<file path="config.mk">
export PLATFORM = sky130hd
export DESIGN_NAME = paper_tape_bin_loader
export DESIGN_NICKNAME = d
export VERILOG_FILES = /design/src/rtl/ptbl_pkg.sv /design/src/rtl/paper_tape_bin_loader.sv
export VERILOG_INCLUDE_DIRS = /design/src /design/src/rtl
export SDC_FILE = /design/constraint.sdc
export NUM_CORES = 1
export LEC_CHECK = 0
export ABC_AREA = 1
export BUFFER_PORTS_ARGS = -buffer_cell sky130_fd_sc_hd__buf_2
export CORE_ASPECT_RATIO = 0.9
export CORE_MARGIN = 1
export CORE_UTILIZATION = 50
export DETAILED_ROUTE_END_ITERATION = 6
export PLACE_DENSITY = 0.73
export SYNTH_ARGS = -nofsm -noshare
export SYNTH_HDL_FRONTEND = slang
export SYNTH_SLANG_ARGS = --single-unit
</file>
<file path="constraint.sdc">
create_clock -name clk -period 2.7 [get_ports clk]
set_input_delay 0.135 -clock clk [delete_from_list [all_inputs] [get_ports clk]]
set_output_delay 0.135 -clock clk [all_outputs]
set_load 0.02 [all_outputs]
</file>
<file path="src/rtl/paper_tape_bin_loader_macros.svh">
// Assertion macros for the paper tape BIN loader.
// Every macro expects clk and arst_n in the scope where it is used.
`ifndef PAPER_TAPE_BIN_LOADER_MACROS_SVH
`define PAPER_TAPE_BIN_LOADER_MACROS_SVH

// Consequent must hold in the same cycle as the antecedent.
`define PTBL_ASSERT_NOW(lbl, ante, cons) \
	lbl: assert property (@(posedge clk) disable iff (!arst_n) (ante) |-> (cons)) \
		else $error("%m: check failed");

// Consequent must hold in the cycle after the antecedent.
`define PTBL_ASSERT_NEXT(lbl, ante, cons) \
	lbl: assert property (@(posedge clk) disable iff (!arst_n) (ante) |=> (cons)) \
		else $error("%m: check failed");

`endif

</file>
<file path="src/rtl/ptbl_pkg.sv">
// Shared types and constants of the paper tape BIN loader.
// No dependencies.
`default_nettype none

package ptbl_pkg;

	typedef enum logic [1:0] {
		KIND_WRITE = 2'd0,
		KIND_OK    = 2'd1,
		KIND_BAD   = 2'd2,
		KIND_ERR   = 2'd3
	} kind_t;

	localparam logic [7:0] LEADER_BYTE  = 8'h00;
	localparam logic [7:0] TRAILER_BYTE = 8'h80;

	// Frame types from the two top bits of a byte.
	localparam logic [1:0] TOP_DATA   = 2'b00;
	localparam logic [1:0] TOP_ORIGIN = 2'b01;
	localparam logic [1:0] TOP_BAD    = 2'b10;
	localparam logic [1:0] TOP_FIELD  = 2'b11;

endpackage

`default_nettype wire

</file>
<file path="src/rtl/paper_tape_bin_loader.sv">
// Paper tape BIN loader: byte-stream parser producing memory writes and an end status.
// Depends on ptbl_pkg and paper_tape_bin_loader_macros.svh.
//
// The loader takes one tape byte per transfer and gives at most one result per byte.
// A byte is captured in an input register and parsed in the next cycle against the
// loader state, and any result lands in an output register; a byte can be taken in
// every cycle. The only stall comes from the output register: a byte that produces a
// result waits in the input register while the previous result has not been taken.
// A result passes from the input register through the output register before it is offered. After
// the trailer or a format error all further bytes are consumed without results until reset.
`default_nettype none

module paper_tape_bin_loader
	import ptbl_pkg::*;
(
	input  wire logic        clk,
	input  wire logic        arst_n,
	input  wire logic        in_valid,
	output logic             in_ready,
	input  wire logic [7:0]  tape_byte,
	output logic             out_valid,
	input  wire logic        out_ready,
	output logic [1:0]       result_kind,
	output logic [14:0]      write_address,
	output logic [11:0]      write_word,
	output logic [11:0]      computed_sum,
	output logic [11:0]      tape_sum
);

	typedef enum logic [1:0] {
		PH_LEADER = 2'd0,
		PH_BODY   = 2'd1,
		PH_DONE   = 2'd2
	} phase_t;

	// Input stage
	logic       valid_s1;
	logic [7:0] tape_byte_s1;

	// Loader state
	phase_t      phase_q;
	logic        half_pair_q;
	logic [7:0]  first_byte_q;
	logic        pend_valid_q;
	logic        pend_data_q;
	logic [11:0] pend_word_q;
	logic [8:0]  pend_sum_q;
	logic [11:0] run_sum_q;
	logic [2:0]  field_q;
	logic [11:0] addr_q;

	// Next state and result
	phase_t      phase_d;
	logic        half_pair_d;
	logic [7:0]  first_byte_d;
	logic        pend_valid_d;
	logic        pend_data_d;
	logic [11:0] pend_word_d;
	logic [8:0]  pend_sum_d;
	logic [11:0] run_sum_d;
	logic [2:0]  field_d;
	logic [11:0] addr_d;

	logic        res_valid;
	kind_t       res_kind;
	logic [14:0] res_addr;
	logic [11:0] res_word;
	logic [11:0] res_csum;
	logic [11:0] res_tsum;
	logic [11:0] tsum_sel;

	logic out_free;
	logic s1_go;

	assign out_free = !out_valid || out_ready;
	assign s1_go    = valid_s1 && (!res_valid || out_free);
	assign in_ready = !valid_s1 || s1_go;

	always_comb begin
		logic [7:0] c;
		logic       body;
		c            = tape_byte_s1;
		phase_d      = phase_q;
		half_pair_d  = half_pair_q;
		first_byte_d = first_byte_q;
		pend_valid_d = pend_valid_q;
		pend_data_d  = pend_data_q;
		pend_word_d  = pend_word_q;
		pend_sum_d   = pend_sum_q;
		run_sum_d    = run_sum_q;
		field_d      = field_q;
		addr_d       = addr_q;
		res_valid    = 1'b0;
		res_kind     = KIND_WRITE;
		res_addr     = '0;
		res_word     = '0;
		res_csum     = '0;
		res_tsum     = '0;
		tsum_sel     = pend_valid_q ? pend_word_q : 12'd0;
		body         = 1'b0;

		case (phase_q)
			PH_LEADER: begin
				if (c != LEADER_BYTE && c != TRAILER_BYTE) begin
					phase_d = PH_BODY;
					body    = 1'b1;
				end
			end
			PH_BODY: body = 1'b1;
			default: body = 1'b0;
		endcase

		if (body) begin
			if (half_pair_q) begin
				pend_word_d  = {first_byte_q[5:0], c[5:0]};
				pend_sum_d   = {1'b0, first_byte_q} + {1'b0, c};
				pend_data_d  = (first_byte_q[7:6] == TOP_DATA);
				pend_valid_d = 1'b1;
				half_pair_d  = 1'b0;
			end else if (c == TRAILER_BYTE) begin
				// The pending pair turns out to be the tape checksum.
				res_valid    = 1'b1;
				res_kind     = (run_sum_q == tsum_sel) ? KIND_OK : KIND_BAD;
				res_csum     = run_sum_q;
				res_tsum     = tsum_sel;
				pend_valid_d = 1'b0;
				phase_d      = PH_DONE;
			end else if (c[7:6] == TOP_BAD) begin
				res_valid    = 1'b1;
				res_kind     = KIND_ERR;
				res_csum     = run_sum_q;
				pend_valid_d = 1'b0;
				phase_d      = PH_DONE;
			end else begin
				// A new frame starts, so the pending pair is committed with the old field.
				if (pend_valid_q) begin
					run_sum_d = run_sum_q + {3'b000, pend_sum_q};
					if (pend_data_q) begin
						res_valid = 1'b1;
						res_kind  = KIND_WRITE;
						res_addr  = {field_q, addr_q};
						res_word  = pend_word_q;
						addr_d    = addr_q + 12'd1;
					end else begin
						addr_d = pend_word_q;
					end
					pend_valid_d = 1'b0;
				end
				if (c[7:6] == TOP_FIELD) begin
					field_d = c[5:3];
				end else begin
					first_byte_d = c;
					half_pair_d  = 1'b1;
				end
			end
		end
	end

	always_ff @(posedge clk or negedge arst_n) begin
		if (!arst_n) begin
			valid_s1 <= 1'b0;
		end else if (in_ready) begin
			valid_s1 <= in_valid;
		end
	end

	always_ff @(posedge clk) begin
		if (in_ready && in_valid) begin
			tape_byte_s1 <= tape_byte;
		end
	end

	always_ff @(posedge clk or negedge arst_n) begin
		if (!arst_n) begin
			phase_q      <= PH_LEADER;
			half_pair_q  <= 1'b0;
			first_byte_q <= '0;
			pend_valid_q <= 1'b0;
			pend_data_q  <= 1'b0;
			pend_word_q  <= '0;
			pend_sum_q   <= '0;
			run_sum_q    <= '0;
			field_q      <= '0;
			addr_q       <= '0;
		end else if (s1_go) begin
			phase_q      <= phase_d;
			half_pair_q  <= half_pair_d;
			first_byte_q <= first_byte_d;
			pend_valid_q <= pend_valid_d;
			pend_data_q  <= pend_data_d;
			pend_word_q  <= pend_word_d;
			pend_sum_q   <= pend_sum_d;
			run_sum_q    <= run_sum_d;
			field_q      <= field_d;
			addr_q       <= addr_d;
		end
	end

	always_ff @(posedge clk or negedge arst_n) begin
		if (!arst_n) begin
			out_valid <= 1'b0;
		end else if (s1_go && res_valid) begin
			out_valid <= 1'b1;
		end else if (out_ready) begin
			out_valid <= 1'b0;
		end
	end

	always_ff @(posedge clk) begin
		if (s1_go && res_valid) begin
			result_kind   <= res_kind;
			write_address <= res_addr;
			write_word    <= res_word;
			computed_sum  <= res_csum;
			tape_sum      <= res_tsum;
		end
	end

	`include "paper_tape_bin_loader_macros.svh"

	// Once the stream has ended, no byte may produce a result.
	`PTBL_ASSERT_NOW(a_done_silent, valid_s1 && phase_q == PH_DONE, !res_valid)
	// Memory writes carry no sums.
	`PTBL_ASSERT_NOW(a_write_clean, out_valid && result_kind == KIND_WRITE,
		computed_sum == 12'd0 && tape_sum == 12'd0)
	// A byte held back by a full output register keeps its value.
	`PTBL_ASSERT_NEXT(a_s1_hold, valid_s1 && !s1_go,
		valid_s1 && $stable(tape_byte_s1))
	// An end or error result is always accompanied by the final phase.
	`PTBL_ASSERT_NOW(a_end_done, out_valid && result_kind != KIND_WRITE,
		phase_q == PH_DONE)

endmodule

`default_nettype wire

</file>
Yosys cells after proc, flatten, opt, wreduce, memory -nomap -nowiden
Cells that the tools add are included.
{"block": "totals", "elab_cells": 84, "input_bits": 12, "output_inout_bits": 55, "ff_bits": 124}
{"block": "op_classes", "mux": 28, "n_eq_ne": 6, "bitwise_logic": 7, "n_addsub": 3, "n_reduce_logical": 22}
{"cell": "12-bit 2-to-1 mux", "count": 4}
{"cell": "2-bit 2-to-1 mux", "count": 9}
{"cell": "6-bit AND reduction", "count": 3}
{"cell": "1-bit 2-to-1 mux", "count": 14}
{"cell": "12-bit by 1-bit adder with 12-bit output, second input constant", "count": 1}
{"cell": "12-bit by 9-bit adder with 12-bit output", "count": 1}
{"cell": "12-bit == test", "count": 1}
{"cell": "8-bit by 8-bit adder with 9-bit output", "count": 1}
{"cell": "8-bit == test, second input constant", "count": 1}
{"cell": "8-bit inequality test, second input constant", "count": 1}
{"cell": "8-bit nonzero test", "count": 1}
{"cell": "1-bit NOT", "count": 7}
{"cell": "6-bit OR reduction", "count": 1}
{"cell": "2-bit == test, second input constant", "count": 2}
{"cell": "1-bit logical AND", "count": 4}
{"cell": "2-bit zero test", "count": 2}
{"cell": "1-bit zero test", "count": 3}
{"cell": "1-bit logical OR", "count": 3}
{"cell": "3-bit AND reduction", "count": 1}
{"cell": "3-bit OR reduction", "count": 1}
{"cell": "2-bit by 1-bit == test with 1-bit output, second input constant", "count": 1}
{"cell": "1-bit case mux with 2 select lines", "count": 1}
{"cell": "2-bit AND reduction", "count": 1}
{"cell": "2-bit nonzero test", "count": 1}
{"cell": "2-bit OR reduction", "count": 1}

Depth between registers and ports, before layout
Gate-level depths: netlist (run 1).
{"block": "depth", "ltp_word": 11, "mapped_depth": 12, "depth_no_buf": 12}

Worst setup path after synthesis (run 1)
OpenSTA, ideal clock, no wires.
{"block": "synth_path", "path_type": "register -> register", "startpoint": "reg tape_byte_s1[6]", "endpoint": "reg computed_sum[0], enable pin", "t_arrival_ps": 2065, "required_ps": 2293, "stages_incl_launch_ff": 10, "setup_slack_ps": 228, "synth_period_minus_slack_ps": 2472, "path_buffers": 0, "setup_ps": 407, "cell_sequence": "edfxtp_1 > inv_1 > nand2_1 > nand2_1 > nand2_1 > inv_1 > nand2_1 > inv_1 > nand3_1 > inv_1"}
{"block": "synth_via", "elab_chain_len": 9, "elab_cells_between_ends": 15, "cone_classes": "3 x eq/ne; 6 x mux; 6 x reduce/logical"}
{"item": "start: declaration", "line": "paper_tape_bin_loader.sv:38", "source": "logic [7:0] tape_byte_s1;"}
{"item": "start signal: assignment", "line": "paper_tape_bin_loader.sv:169", "source": "tape_byte_s1 <= tape_byte;"}
{"item": "8-bit inequality test, or another cell as far along", "line": "paper_tape_bin_loader.sv:104", "source": "if (c != LEADER_BYTE && c != TRAILER_BYTE) begin"}
{"item": "1-bit logical AND / 1-bit 2-to-1 mux (equally long branches)", "line": "paper_tape_bin_loader.sv:104, paper_tape_bin_loader.sv:128"}
{"item": "1-bit 2-to-1 mux, on equally long branches", "line": "paper_tape_bin_loader.sv:104, paper_tape_bin_loader.sv:120"}
{"item": "1-bit case mux with 2 select lines / 1-bit 2-to-1 mux (equally long branches)", "line": "paper_tape_bin_loader.sv:102, paper_tape_bin_loader.sv:114"}
{"item": "1-bit 2-to-1 mux (*)", "line": "paper_tape_bin_loader.sv:113", "source": "if (body) begin"}
{"item": "1-bit zero test", "line": "paper_tape_bin_loader.sv:76", "source": "assign s1_go = valid_s1 && (!res_valid || out_free);"}
{"item": "1-bit logical OR", "line": "paper_tape_bin_loader.sv:76"}
{"item": "1-bit logical AND", "line": "paper_tape_bin_loader.sv:76"}
{"item": "1-bit logical AND (*)", "line": "paper_tape_bin_loader.sv:210", "source": "if (s1_go && res_valid) begin"}
{"item": "end signal: assignment", "line": "paper_tape_bin_loader.sv:214", "source": "computed_sum <= res_csum;"}
{"item": "end: declaration", "line": "paper_tape_bin_loader.sv:26", "source": "output logic [11:0] computed_sum,"}
Every way passes the cells marked *; elsewhere a longest branch is shown, timed or not.
A chain may end at the register's enable or synchronous reset.

Worst setup path in the final report (run 1)
{"block": "layout_path", "startpoint": "reg tape_byte_s1[3]", "endpoint": "out in_ready"}
{"block": "layout_via", "elab_chain_len": 9, "elab_cells_between_ends": 13, "cone_classes": "2 x eq/ne; 5 x mux; 6 x reduce/logical"}
{"item": "8-bit inequality test / 8-bit nonzero test (equally long branches)", "line": "paper_tape_bin_loader.sv:104"}
{"item": "1-bit logical AND", "line": "paper_tape_bin_loader.sv:104"}
{"item": "1-bit 2-to-1 mux", "line": "paper_tape_bin_loader.sv:104"}
{"item": "1-bit case mux with 2 select lines", "line": "paper_tape_bin_loader.sv:102", "source": "case (phase_q)"}
{"item": "1-bit 2-to-1 mux (*)", "line": "paper_tape_bin_loader.sv:113"}
{"item": "1-bit zero test (*)", "line": "paper_tape_bin_loader.sv:76"}
{"item": "1-bit logical OR (*)", "line": "paper_tape_bin_loader.sv:76"}
{"item": "1-bit logical AND (*)", "line": "paper_tape_bin_loader.sv:76"}
{"item": "1-bit logical OR (*)", "line": "paper_tape_bin_loader.sv:77", "source": "assign in_ready = !valid_s1 || s1_go;"}
{"item": "end: declaration", "line": "paper_tape_bin_loader.sv:19", "source": "output logic in_ready,"}
Marks and branches as above.

==> impl_metrics.toml, run 1 <==
[status]
status = "finished, final reports clean"

[clocking]
cts_tree = "built"
cts_buffers = 17
holdBufCountCts = 10
h-tree-depth = 4
post_cts_buffers = 0
clk_pin_slew_ps = 50
cts_resized = 0
cts_buffer_depth = 2
insertion_delay_ps = 420
clockRootBuffer = "clkbuf_16"
clkSinkCount = 124

[worst_setup_path]
cp_max_fo = 5
end_kind = "output port"
r2r-end = "tape_sum[11]"
required_ps = 2570
reg2reg_depth = 5
rr_startpoint = "tape_byte_s1[3]"
r2r_slack_ps = 770
cp.arrival_ps = 1820
crit_type = "reg2out"
critPathLaunchType = "register"

[pwr]
power.density_mw_per_mm2 = 546
leakage_nw = 3.63
ir_drop_v = 0.000384
p_total_mw = 4.05

[logic_synthesis]
synthesis.area_sq_mm = 0.00638
yosys_warnings = 0
synth_ff_type = "dfrtp_1"
yosysSeqAreaShare = 0.534
netlist.area_leader.share = 0.287
yosysMostFrequentCell = "nand2_1"
synthCells = 733
syn_area_per_cell_sq_um = 8.71
yosys-top-cells-area = "edfxtp_1 (29%), dfrtp_1 (25%), nand2_1 (15%), inv_1 (5.1%), nor2_1 (4.7%)"
synth-seq-cells = 124
syn_nets = 765
async_flop_share = 0.508
synth_top_area_cell = "edfxtp_1"
synth-edff-count = 61
synth_common_cells = "nand2_1 (247), inv_1 (87), nor2_1 (80)"
synth_cell_types = 34

[sta]
skew_ps = 9.28
tns_ps = 0
timing.final.crit_share = 0.725
rsz0062_at_grt = "no"
drv_slew = 0
clock.fmax_ghz = 0.511
worst_slew_pin_slew_ps = 761
setup-violations-final = 0
layout_setup_ws_ps = 744
maxSlewHeadroom = 0.493
post-route-min-period_ps = 1960
final_hold_viol_count = 0

[final_layout]
area_delta_synth_final_pct = 16.1
design_area_sq_mm = 0.00741
fin_nets = 845
num_antenna_cells = 0
fillers = 1105
drive_gt1_frac = 0.144

[floorplan]
design.core.area_sq_mm = 0.0123
die_w_microns = 121
ios = 67
dieArea_sq_mm = 0.0132
num_rows = 38
die_height_microns = 109
initial_utilization = 0.520

[detailed_routing]
vias_per_cell = 5.07
vias = 4999
drt_iter0_markers = 371
wl_microns = 14400
post_drt_wl_per_cell_microns = 14.6
antenna_left = 0
drc_errors = 0
drtPass1Iterations = 5

[global_route]
grt_antenna_before_repair = 0
grt_first_pass_wirelength_microns = 23000
grt-ovfl-total = 0
grt_pass1_vias = 4666
grtUsageTotal = 0.234
grt_max_degree = 54

[hold_path]
holdCritStartpoint = "out_ready"
hold_class = "in2reg"
hold_path_end = "valid_s1"
hold_depth = 4

[placement]
port_buffers = 66
place_area_sq_mm = 0.00683
place.gp.congestion = 0.899
dp_worst_setup_slack_ps = 809
dp_hpwl_microns = 10400

[job]
drv_cap = 0
==> registers in the layout, indices dropped and copies added, names as in the netlist <==
name,cells
addr_q,12
computed_sum,12
field_q,3
first_byte_q,8
half_pair_q,1
out_valid,1
pend_data_q,1
pend_sum_q,9
pend_valid_q,1
pend_word_q,12
phase_q,2
result_kind,2
run_sum_q,12
tape_byte_s1,8
tape_sum,12
valid_s1,1
write_address,15
write_word,12
==> where the power goes <==
part	internal [mW]	switching [mW]
combinational	0.0506	0.0820
clock	1.15	0.757
sequential	1.99	0.0177
total	3.19	0.856
==> worst max-delay path, stage by stage, from the launching register on <==
cell and delay [ps]:
edfxtp_1 480, nor2_2 150, nand2_2 90, nor2_2 230, nor2_8 60, nand2_1 70
inv_1 50, nand3_1 100, buf_2 180
==> layer usage <==
layer	part of all wire	track usage	routed length [microns]
met2	0.45	0.361	6510
met1	0.47	0.317	6720
met4	0.021	0.0952	306
met3	0.061	0.0575	880
met5	0	0	0
==> kinds of logic after synthesis <==
logic type / Yosys count / share of synthesized area
buffers and inverters: 112 / 0.0780
flip-flops: 124 / 0.534
XOR/XNOR: 19 / 0.0261
adder cells (fa/ha/maj): 20 / 0.0416
AND/OR/NAND/NOR: 404 / 0.272
AO/OA/AOI/OAI: 54 / 0.0488
==> how the worst max path moves through the flow <==
stage / slack, ps / from / depth (start not counted) / endpoint
2_1_floorplan: 230 / tape_byte_s1[6] / 9 / computed_sum[0]
3_3_place_gp: 880 / tape_byte_s1[3] / 9 / tape_byte_s1[1]
3_5_place_dp: 810 / tape_byte_s1[6] / 10 / write_address[9]
4_1_cts: 730 / tape_byte_s1[3] / 8 / in_ready
5_1_grt: 580 / tape_byte_s1[6] / 9 / in_ready
6_report: 740 / tape_byte_s1[3] / 8 / in_ready
==> final cells by class <==
type | count | area, sq um | area share
flip-flops and latches | 124 | 3410 | 0.460
repair buffers | 82 | 500 | 0.0675
well taps | 160 | 200 | 0.0270
multi-input cells | 497 | 2480 | 0.334
inverters | 91 | 342 | 0.0461
clock buffers | 26 | 459 | 0.0619
clock inverters | 6 | 26.3 | 0.00354
==> metrics by stage <==
step / hold WS, ps / utilization / std cells
floorplan: -161 / - / 733
global placement: 248 / 0.557 / 944
detailed placement: 263 / 0.557 / 944
CTS: 80.0 / 0.604 / 986
global route: 119 / 0.604 / 986
finish: 82.8 / 0.604 / 986
==> cell usage in the layout (no fill, tap or decap), types with 12 or more instances in the layout <==
cell type and count:
buf_2 66, clkbuf_16 17, dfrtp_1 63, edfxtp_1 61, ha_1 18, inv_1 86
nand2_1 247, nand3_1 40, nand4_1 12, nor2_1 80, o21ai_0 29, xor2_1 15
Note: power is estimated with default switching activity, not from simulation.
==> run 2: changes to the inputs <==
Settings changed: PLACE_DENSITY 0.73 to 0.76.
Clock period 2.7 ns to 1.7 ns, I/O delays scaled along.
==> run 2 against run 1 <==
The flow now finishes with violations (setup timing). Cell area is 17% higher. Setup slack got worse by 820 ps. Non-clock buffer count rose by 76. Routed wire length rose by 24%. Global-route usage grew 2.2 points. Count of clock-buffer cells in the layout shrank 9. Core utilization rose by 10 points. Die area did not move. Clock power up 130%. Total power rose by 94%. Sequential share of layout area fell by 6.6 points. Critical path type is now reg2reg. Largest cell class unchanged.
==> impl_metrics.toml, run 2 (same netlist as run 1, synthesis figures left out) <==
[status]
status = "finished with violations"
violations = "setup timing"

[global_route]
grt-ovfl-total = 0
grt_first_pass_wirelength_microns = 25500
grt_antenna_before_repair = 0
grt_pass1_vias = 5275
grt_max_degree = 41
grtUsageTotal = 0.256

[detailed_routing]
post_drt_wl_per_cell_microns = 16.9
antenna_left = 0
wl_met3_microns = 1430
drtPass1Iterations = 6
drc_errors = 0
vias = 5673
wl_met1_microns = 7160
vias_per_cell = 5.34
wl_microns = 17900
route.met2.wl_microns = 8940
drt_iter0_markers = 622
top_layer_used = "met4"

[pwr]
ir_drop_v = 0.000746
p_total_mw = 7.84
power.density_mw_per_mm2 = 904
leakage_nw = 4.19

[sta]
final_hold_viol_count = 0
layout_setup_ws_ps = -77.1
setup-violations-final = 61
post-route-min-period_ps = 1780
rsz0062_at_grt = "yes"
clock.fmax_ghz = 0.563
timing.final.crit_share = 1.05
drv_slew = 0
worst_slew_pin_slew_ps = 471
skew_ps = 8.27
maxSlewHeadroom = 0.685

[final_layout]
top_register = "write_address"
drive_gt1_frac = 0.284
num_antenna_cells = 0
largest_reg_flops = 15
fin_nets = 921
instances_no_fill = 1062
fillers = 821
design_area_sq_mm = 0.00867
layout_commonest_cell = "nand2_1"
final_cell_mix = "nand2_1 (232), inv_1 (79), nor2_1 (78)"
area_delta_synth_final_pct = 35.8

[job]
drv_cap = 0

[worst_setup_path]
crit_type = "reg2reg"
r2r-end = "tape_sum[6]"
cp_max_fo = 8
critPathLaunchType = "register"
required_ps = 1880
reg2reg_depth = 10
rr_startpoint = "tape_byte_s1[3]"
cp.arrival_ps = 1960
r2r_slack_ps = -80
end_kind = "register"

[placement]
dp_worst_setup_slack_ps = -148
dp_hpwl_microns = 10600
place_area_sq_mm = 0.00726
port_buffers = 66
place.gp.congestion = 0.895
dpl.cell_count = 991

[floorplan]
initial_utilization = 0.520
design.core.area_sq_mm = 0.0123
die_w_microns = 121
dieArea_sq_mm = 0.0132
die_height_microns = 109
ios = 67
num_rows = 38

[clocking]
cts_tree = "built"
cts_buffer_depth = 2
insertion_delay_ps = 420
clk_pin_slew_ps = 60
clkSinkCount = 124
h-tree-depth = 4
cts_buffers = 17
clockRootBuffer = "clkbuf_16"

[hold_path]
hold_path_end = "out_valid"
holdCritStartpoint = "out_ready"
hold_depth = 4
hold_class = "in2reg"
==> run 2: changes by cell type in the layout (fill, tap and decap cells not counted), sizes merged <==
cell / before / now
clkbuf: 26 / 22
inv: 91 / 92
buf: 72 / 143
clkinvlp: 0 / 4
clkinv: 6 / 3
bufinv: 0 / 7
==> run 2: cell type report <==
cell class	count	area [sq um]	share of cell area
inverter	91	350	0.0404
timing repair buffer	158	1270	0.147
clock buffer	17	425	0.0491
sequential	124	3410	0.393
tap	160	200	0.0231
multi-input combinational	497	2740	0.316
clock inverter	15	268	0.0309
==> run 2: critical path: stages, from the launching register on <==
cell and delay, ps:
edfxtp_1 410, nor2_2 150, nand2_2 90, nor2_4 170, nor2_8 60, nand2_4 60, inv_4 40, nand3_4 70
clkinvlp_4 130, buf_12 170, clkbuf_16 160
==> run 2: timing repair <==
item	4_1_cts	5_1_grt
pin swaps	5	13
setup endpoints to repair	19	147
cloned	0	9
setup buffers	6	19
endpoints found under the hold margin	72	0
hold buffers	10	0
resized for setup	16	57
==> run 2: through the flow <==
step	utilization	setup TNS, ps	hold slack, ps
after global placement	0.592	-117	27.4
after CTS	0.665	-7.21	35.6
after global routing	0.706	-9110	110
final	0.706	-2900	54.6
after floorplan	-	-26510	-211
after detailed placement	0.592	-1170	28.0
==> run 2: power by group <==
part	switching, mW	internal, mW	leakage, nW	total [mW]
Clock	1.40	2.90	0.328	4.30
Sequential	0.0111	3.15	1.52	3.16
Combinational	0.207	0.167	2.35	0.374
==> run 2: metal layers <==
layer,global-route usage,up-vias
li1,-,2641
met1,0.322,2682
met2,0.436,305
met3,0.0596,45
met4,0.0882,0
met5,0,-
==> run 2: worst max-delay path by stage <==
stage                    startpoint               to  slack (ps)  cells after the start
CTS                 tape_byte_s1[0]    pend_sum_q[8]          -7                     11
detailed placement  tape_byte_s1[2]    pend_sum_q[3]        -150                      9
global route        tape_byte_s1[6]        addr_q[1]        -170                     10
floorplan           tape_byte_s1[4]  computed_sum[0]        -490                      8
finish              tape_byte_s1[3]      tape_sum[6]         -80                     10
global placement    tape_byte_s1[2]    pend_sum_q[4]         -20                      9
